### src/rtl/tts_pkg.sv
// Types and constants of the timed task sequencer.
`timescale 1ns / 1ps
package tts_pkg;

  localparam int unsigned IdW   = 8;
  localparam int unsigned DurW  = 24;
  localparam int unsigned StepW = 10;
  localparam int unsigned QW    = 9;

  localparam logic [StepW-1:0] TickStepReset = 10'd10;

  typedef enum logic [1:0] {
    CMD_TICK  = 2'd0,
    CMD_ADD   = 2'd1,
    CMD_CLEAR = 2'd2,
    CMD_RUN   = 2'd3
  } cmd_e;

  typedef struct packed {
    logic [1:0]      command;
    logic [IdW-1:0]  task_id;
    logic [DurW-1:0] duration;
  } in_t;

  typedef struct packed {
    logic            accepted;
    logic            fire;
    logic [IdW-1:0]  fire_task;
    logic            finished;
    logic [QW-1:0]   queued;
  } out_t;

  typedef struct packed {
    logic [IdW-1:0]  task_id;
    logic [DurW-1:0] duration;
  } entry_t;

  typedef struct packed {
    logic shift;
    logic load;
  } cell_ctrl_t;

endpackage

### src/rtl/timed_task_sequencer.sv
// Top level of the timed task sequencer: command decode, current task and the cell row.
`timescale 1ns / 1ps
// Each command accepted on start is finished in the cycle that takes it, and its single
// result word appears with result_valid_o in the following cycle, so one command per clock
// is sustained and busy never rises. The queue is a cell row that shifts to the head on
// every tick that loads a task and loads at the entry count's cell on an add or at the
// head on a run. Results cannot be held off and must be taken in the cycle they are shown.
module timed_task_sequencer #(
  parameter int unsigned QUEUE_DEPTH = 8
) (
  input  logic                       clk_i,
  input  logic                       rst_ni,
  input  logic                       start,
  output logic                       busy,
  input  tts_pkg::in_t               cmd_i,
  output logic                       result_valid_o,
  output tts_pkg::out_t              res_o,
  input  logic                       cfg_valid_i,
  output logic                       cfg_ready_o,
  input  logic [tts_pkg::StepW-1:0]  cfg_data_i
);

  localparam int unsigned CntW = $clog2(QUEUE_DEPTH + 1);

  logic [CntW-1:0]            cnt_q, cnt_d;
  logic [tts_pkg::IdW-1:0]    cur_q, cur_d;
  logic [tts_pkg::DurW-1:0]   tl_q, tl_d;
  logic [tts_pkg::StepW-1:0]  step_q;
  logic                       rv_q;
  tts_pkg::out_t              res_q, res_d;

  logic                       take;
  logic                       push, pop;
  logic [CntW-1:0]            push_idx;
  logic [tts_pkg::DurW-1:0]   tl_src, step_ext;
  tts_pkg::entry_t            new_word;
  tts_pkg::entry_t            words [QUEUE_DEPTH];

  assign busy        = 1'b0;
  assign cfg_ready_o = 1'b1;
  assign take        = start && !busy;
  assign new_word    = '{task_id: cmd_i.task_id, duration: cmd_i.duration};
  assign step_ext    = {{(tts_pkg::DurW - tts_pkg::StepW){1'b0}}, step_q};

  always_comb begin
    cnt_d    = cnt_q;
    cur_d    = cur_q;
    tl_d     = tl_q;
    push     = 1'b0;
    pop      = 1'b0;
    push_idx = cnt_q;
    tl_src   = tl_q;
    res_d    = '0;
    res_d.accepted = 1'b1;
    case (tts_pkg::cmd_e'(cmd_i.command))
      tts_pkg::CMD_ADD: begin
        if (cnt_q == CntW'(QUEUE_DEPTH)) begin
          res_d.accepted = 1'b0;
        end else begin
          push  = 1'b1;
          cnt_d = cnt_q + CntW'(1);
        end
      end
      tts_pkg::CMD_CLEAR: begin
        cnt_d = '0;
        cur_d = '0;
        tl_d  = '0;
      end
      tts_pkg::CMD_RUN: begin
        push     = 1'b1;
        push_idx = '0;
        cnt_d    = CntW'(1);
        cur_d    = '0;
        tl_d     = '0;
      end
      tts_pkg::CMD_TICK: begin
        if (tl_q != '0) begin
          res_d.fire      = cur_q != '0;
          res_d.fire_task = cur_q;
          tl_d = (tl_q > step_ext) ? tl_q - step_ext : '0;
        end else if (cnt_q != '0) begin
          pop    = 1'b1;
          cnt_d  = cnt_q - CntW'(1);
          cur_d  = words[0].task_id;
          tl_src = words[0].duration;
          res_d.fire      = words[0].task_id != '0;
          res_d.fire_task = words[0].task_id;
          tl_d = (tl_src > step_ext) ? tl_src - step_ext : '0;
        end else begin
          cur_d = '0;
        end
      end
      default: begin
        cnt_d = cnt_q;
      end
    endcase
    res_d.finished = (tl_d == '0) && (cnt_d == '0);
    res_d.queued   = tts_pkg::QW'(cnt_d);
  end

  for (genvar i = 0; i < QUEUE_DEPTH; i++) begin : g_cell
    tts_pkg::cell_ctrl_t ctrl;
    tts_pkg::entry_t     next_word;
    assign ctrl = '{shift: take && pop,
                    load:  take && push && (push_idx == CntW'(i))};
    if (i == QUEUE_DEPTH - 1) begin : g_tail
      assign next_word = words[i];
    end else begin : g_mid
      assign next_word = words[i+1];
    end
    tts_cell u_cell (
      .clk_i  (clk_i),
      .ctrl_i (ctrl),
      .new_i  (new_word),
      .next_i (next_word),
      .word_o (words[i])
    );
  end

  always_ff @(posedge clk_i or negedge rst_ni) begin
    if (!rst_ni) begin
      cnt_q  <= '0;
      cur_q  <= '0;
      tl_q   <= '0;
      step_q <= tts_pkg::TickStepReset;
      rv_q   <= 1'b0;
    end else begin
      rv_q <= take;
      if (take) begin
        cnt_q <= cnt_d;
        cur_q <= cur_d;
        tl_q  <= tl_d;
      end
      if (cfg_valid_i && cfg_ready_o) begin
        step_q <= cfg_data_i;
      end
    end
  end

  always_ff @(posedge clk_i) begin
    if (take) begin
      res_q <= res_d;
    end
  end

  assign result_valid_o = rv_q;
  assign res_o          = res_q;

endmodule

### src/rtl/tts_cell.sv
// One cell of the task queue, holding a single queued entry.
`timescale 1ns / 1ps
module tts_cell (
  input  logic                clk_i,
  input  tts_pkg::cell_ctrl_t ctrl_i,
  input  tts_pkg::entry_t     new_i,
  input  tts_pkg::entry_t     next_i,
  output tts_pkg::entry_t     word_o
);

  tts_pkg::entry_t word_q, word_d;

  always_comb begin
    word_d = word_q;
    if (ctrl_i.shift) begin
      word_d = next_i;
    end else if (ctrl_i.load) begin
      word_d = new_i;
    end
  end

  always_ff @(posedge clk_i) begin
    word_q <= word_d;
  end

  assign word_o = word_q;

endmodule

### config.mk
export PLATFORM = sky130hd
export DESIGN_NAME = timed_task_sequencer
export DESIGN_NICKNAME = d
export VERILOG_FILES = /design/src/rtl/tts_pkg.sv /design/src/rtl/timed_task_sequencer.sv /design/src/rtl/tts_cell.sv
export SDC_FILE = /design/constraint.sdc
export NUM_CORES = 1
export LEC_CHECK = 0
export BUFFER_PORTS_ARGS = -buffer_cell sky130_fd_sc_hd__buf_2
export CAP_MARGIN = 10
export CORE_ASPECT_RATIO = 1.1
export CORE_UTILIZATION = 43
export CTS_CLUSTER_DIAMETER = 100
export DETAILED_ROUTE_END_ITERATION = 12
export HOLD_SLACK_MARGIN = 0.05
export PLACE_DENSITY = 0.58
export SLEW_MARGIN = 20
export SYNTH_ARGS = -nofsm -noshare
export SYNTH_HDL_FRONTEND = slang
export SYNTH_HIERARCHICAL = 1
export SYNTH_SLANG_ARGS = --single-unit
### constraint.sdc
create_clock -name clk_i -period 4.2 [get_ports clk_i]
set_clock_uncertainty 0.05 [all_clocks]
set_input_delay 0.84 -clock clk_i [delete_from_list [all_inputs] [get_ports clk_i]]
set_output_delay 0.84 -clock clk_i [all_outputs]
set_load 0.01 [all_outputs]
==> reports/qor.txt <==
status -> finished clean
Top Ports -> 71
post-synthesis sequential area ratio -> 54.8%
library cells used by synthesis -> 74
largest net degree at the start of global routing -> 49
total power per unit cell area -> 501 nW/um^2
Lkg Pwr -> 0.00694 uW
post-route ant nets -> 0
Post-Route WL -> 33400 um
initial antenna violation count -> 0
routed len/inst -> 19.1 um
Final nets -> 1290
arrival time of the worst setup path -> 4070 ps
vias -> 9410
Iter 0 DRT Violations -> 491
#FFs+latches synth -> 318
ys flop type -> edfxtp_1
number of buffers created by CTS -> 36
number of synthesized flops with an enable pin -> 271
Die X -> 192 um
Reg2Reg Launch Point -> tl_q[0]
CP Max Fanout -> 8
synth warn -> 6
syn_area_per_cell -> 14.8 sq um
Critical Path Source Type -> flip-flop
layout overhead on the synthesized area -> 9.75%
post-synthesis mux area share -> 22.3%
WS Path Type -> flip-flop to flip-flop
crit-path cells -> inv_1, ha_1, fa_1, nand2b_1, a21oi_1, o21a_1, o21ai_0, a21oi_1, o311ai_0, o21ai_0, or4_1, nor4_2
Achievable Freq -> 259 MHz
Crit path buffers/inverters -> 1
port buffer count -> 63
Setup violations, final -> 0
Multi-input gate area -> 6890 sq um
worst skew pair latency -> 530 ps
# Post-CTS Setup Buffers -> 0
Max-cap violations -> 0
Max Slew Vio Count -> 0
number of global-route vias before repair -> 9439
Min-Delay Path Class -> primary input to asynchronous set/reset pin
Initial Util -> 43.5%
post-route design area -> 18700 sq um
area occupied by registers -> 9320 sq um
Synth Area in XOR/XNOR -> 2.01%
gpl congestion -> 0.924
WHS -> 393 ps
hold buffer count at CTS -> 0
die area -> 40400 sq um
setup repair after global routing missed its margin -> no
Mapped Cells -> 1148
CTS Buffer Depth -> 3
detailed-route vias per instance -> 5.37
placed inst area -> 17600 sq um
Worst slew margin -> 27.9%
area share of fa/ha/maj cells after synthesis -> 1.85%
CP startpoint -> tl_q[0]
DRT Pass-1 Iters -> 5
family with the most delay on the worst path -> compound AO/OA/AOI/OAI gates
share of layout cells above drive strength 1 -> 33.6%
CTS sink cnt -> 318
Fin Setup TNS -> 0 ps
CORE AREA -> 39100 sq um
main combinational cell family by area after synthesis -> multiplexers
Worst Max-Slew Pin Slew -> 1080 ps
Worst setup EP type -> flip-flop
crit path max-delay cell type -> a21oi_1
Synth Area in Simple Gates -> 7.62%
Die H -> 211 um
clock slew at the register clock pins of the worst setup and hold paths -> 60 ps
first-pass GRT wire length -> 52900 um
Inserted Diodes -> 0
GR Util All Layers -> 16.8%
fillers -> 3331
period utilization -> 92.0%
Max VDD drop -> 0.270 mV
PostCTS Resize Cnt -> 0
H-tree depth -> 2
Remaining DRCs -> 0
TritonCTS clock tree -> built
max incr delay on CP -> 690 ps
Final Hold Fails -> 0
post-synth design cell area -> 17000 sq um
Data required, critical path -> 4410 ps
Root Buffer -> clkbuf_16
fin crit period -> 3860 ps
Post-synth ARST share -> 14.8%
grt ovf -> 0
complex-gate fraction of the synthesized area -> 6.55%
Post-DP HPWL -> 23300 um
row cnt -> 76
## cells by family (layout without fill, tap and decap cells)
kind of cell	count (synthesis)	in the layout
compound gates	171	171
xor+xnor	39	39
fa+ha+maj	24	24
buf+inv	90	181
flops	318	318
mux	259	259
other cells	2	7
simple gates	245	245
## through the flow
step	worst slack, ps	instances	utilization [%]	power [uW]
after floorplan	337	1153	-	5800
after global placement	369	1687	45.0	6480
after detailed placement	492	1687	45.0	6470
after CTS	435	1751	47.8	9430
after global routing	211	1751	47.8	9800
final	338	1751	47.8	9350
## cell usage in the layout (no fill, tap or decap), types with 5 or more instances in the layout
cell type | synthesis | routed
edfxtp_1 | 271 | 271
mux2_4 | 232 | 232
nand2_1 | 77 | 77
buf_2 | 1 | 63
dfrtp_1 | 45 | 45
o21ai_0 | 46 | 44
nor2_1 | 39 | 39
clkbuf_16 | 0 | 37
a21oi_1 | 36 | 36
xnor2_1 | 27 | 27
mux2_2 | 26 | 26
inv_1 | 24 | 24
nand3_1 | 22 | 22
ha_1 | 22 | 22
buf_4 | 7 | 19
nor4_1 | 17 | 17
nor3_1 | 17 | 17
a22o_1 | 13 | 13
a21o_1 | 12 | 12
xor2_1 | 12 | 12
o22ai_1 | 11 | 11
clkbuf_1 | 23 | 11
buf_12 | 24 | 10
clkinv_1 | 1 | 8
or3_1 | 7 | 7
nor2b_1 | 7 | 7
nand4_1 | 7 | 7
nand2b_1 | 7 | 7
conb_1 | 2 | 7
nand3b_1 | 6 | 6
o31ai_1 | 6 | 6
a31oi_1 | 6 | 6
or2_2 | 1 | 6
a211oi_1 | 5 | 5
clkinv_2 | 0 | 5
## flip-flops by register name, indices dropped and copies added, names as in the netlist
name,count
cnt_q,4
cur_q,8
g_cell.u_cell/word_o,256
res_o,15
result_valid_o,1
step_q,10
tl_q,24
## area by class of cell
class | count | area share [%]
multi-input combinational | 745 | 36.9
inverter | 25 | 0.503
tap | 507 | 3.40
sequential | 318 | 49.9
clock buffer | 48 | 5.18
clock inverter | 16 | 0.576
timing repair buffer | 92 | 3.53
## path summary, 6_finish.rpt
kind,endpoint,slack (ps),cells past startpoint
max,res_o[9],340,12
min,result_valid_o,390,1
max reg2reg,res_o[9],340,12
min reg2reg,cur_q[6],460,2
max in group asynchronous,step_q[1],2900,2
min in group clk_i,cur_q[6],460,2
## synth_stat cells, types with 12 or more instances
library cell / n / area share [%]
a21o_1: 12 / 0.53
a21oi_1: 36 / 1.1
a22o_1: 13 / 0.67
buf_12: 24 / 2.8
clkbuf_1: 23 / 0.51
dfrtp_1: 45 / 6.6
edfxtp_1: 271 / 48
ha_1: 22 / 1.6
inv_1: 24 / 0.53
mux2_2: 26 / 1.7
mux2_4: 232 / 20
nand2_1: 77 / 1.7
nand3_1: 22 / 0.65
nor2_1: 39 / 0.86
nor3_1: 17 / 0.50
nor4_1: 17 / 0.63
o21ai_0: 46 / 1.4
xnor2_1: 27 / 1.4
xor2_1: 12 / 0.62
## routing by layer
layer | global-route usage [%] | part of all wire (%)
met2 | 26.7 | 46
met3 | 2.83 | 4.2
met1 | 23.1 | 47
met4 | 6.19 | 2.8
met5 | 0 | 0
## power breakdown
part	leakage, uW	internal [uW]	switching (uW)	total [uW]
combinational	0.00333	1100	1430	2530
clock	0.000527	1680	1230	2910
sequential	0.00308	3700	205	3910
total	0.00694	6490	2860	9350
(Power assumes the default switching activity.)
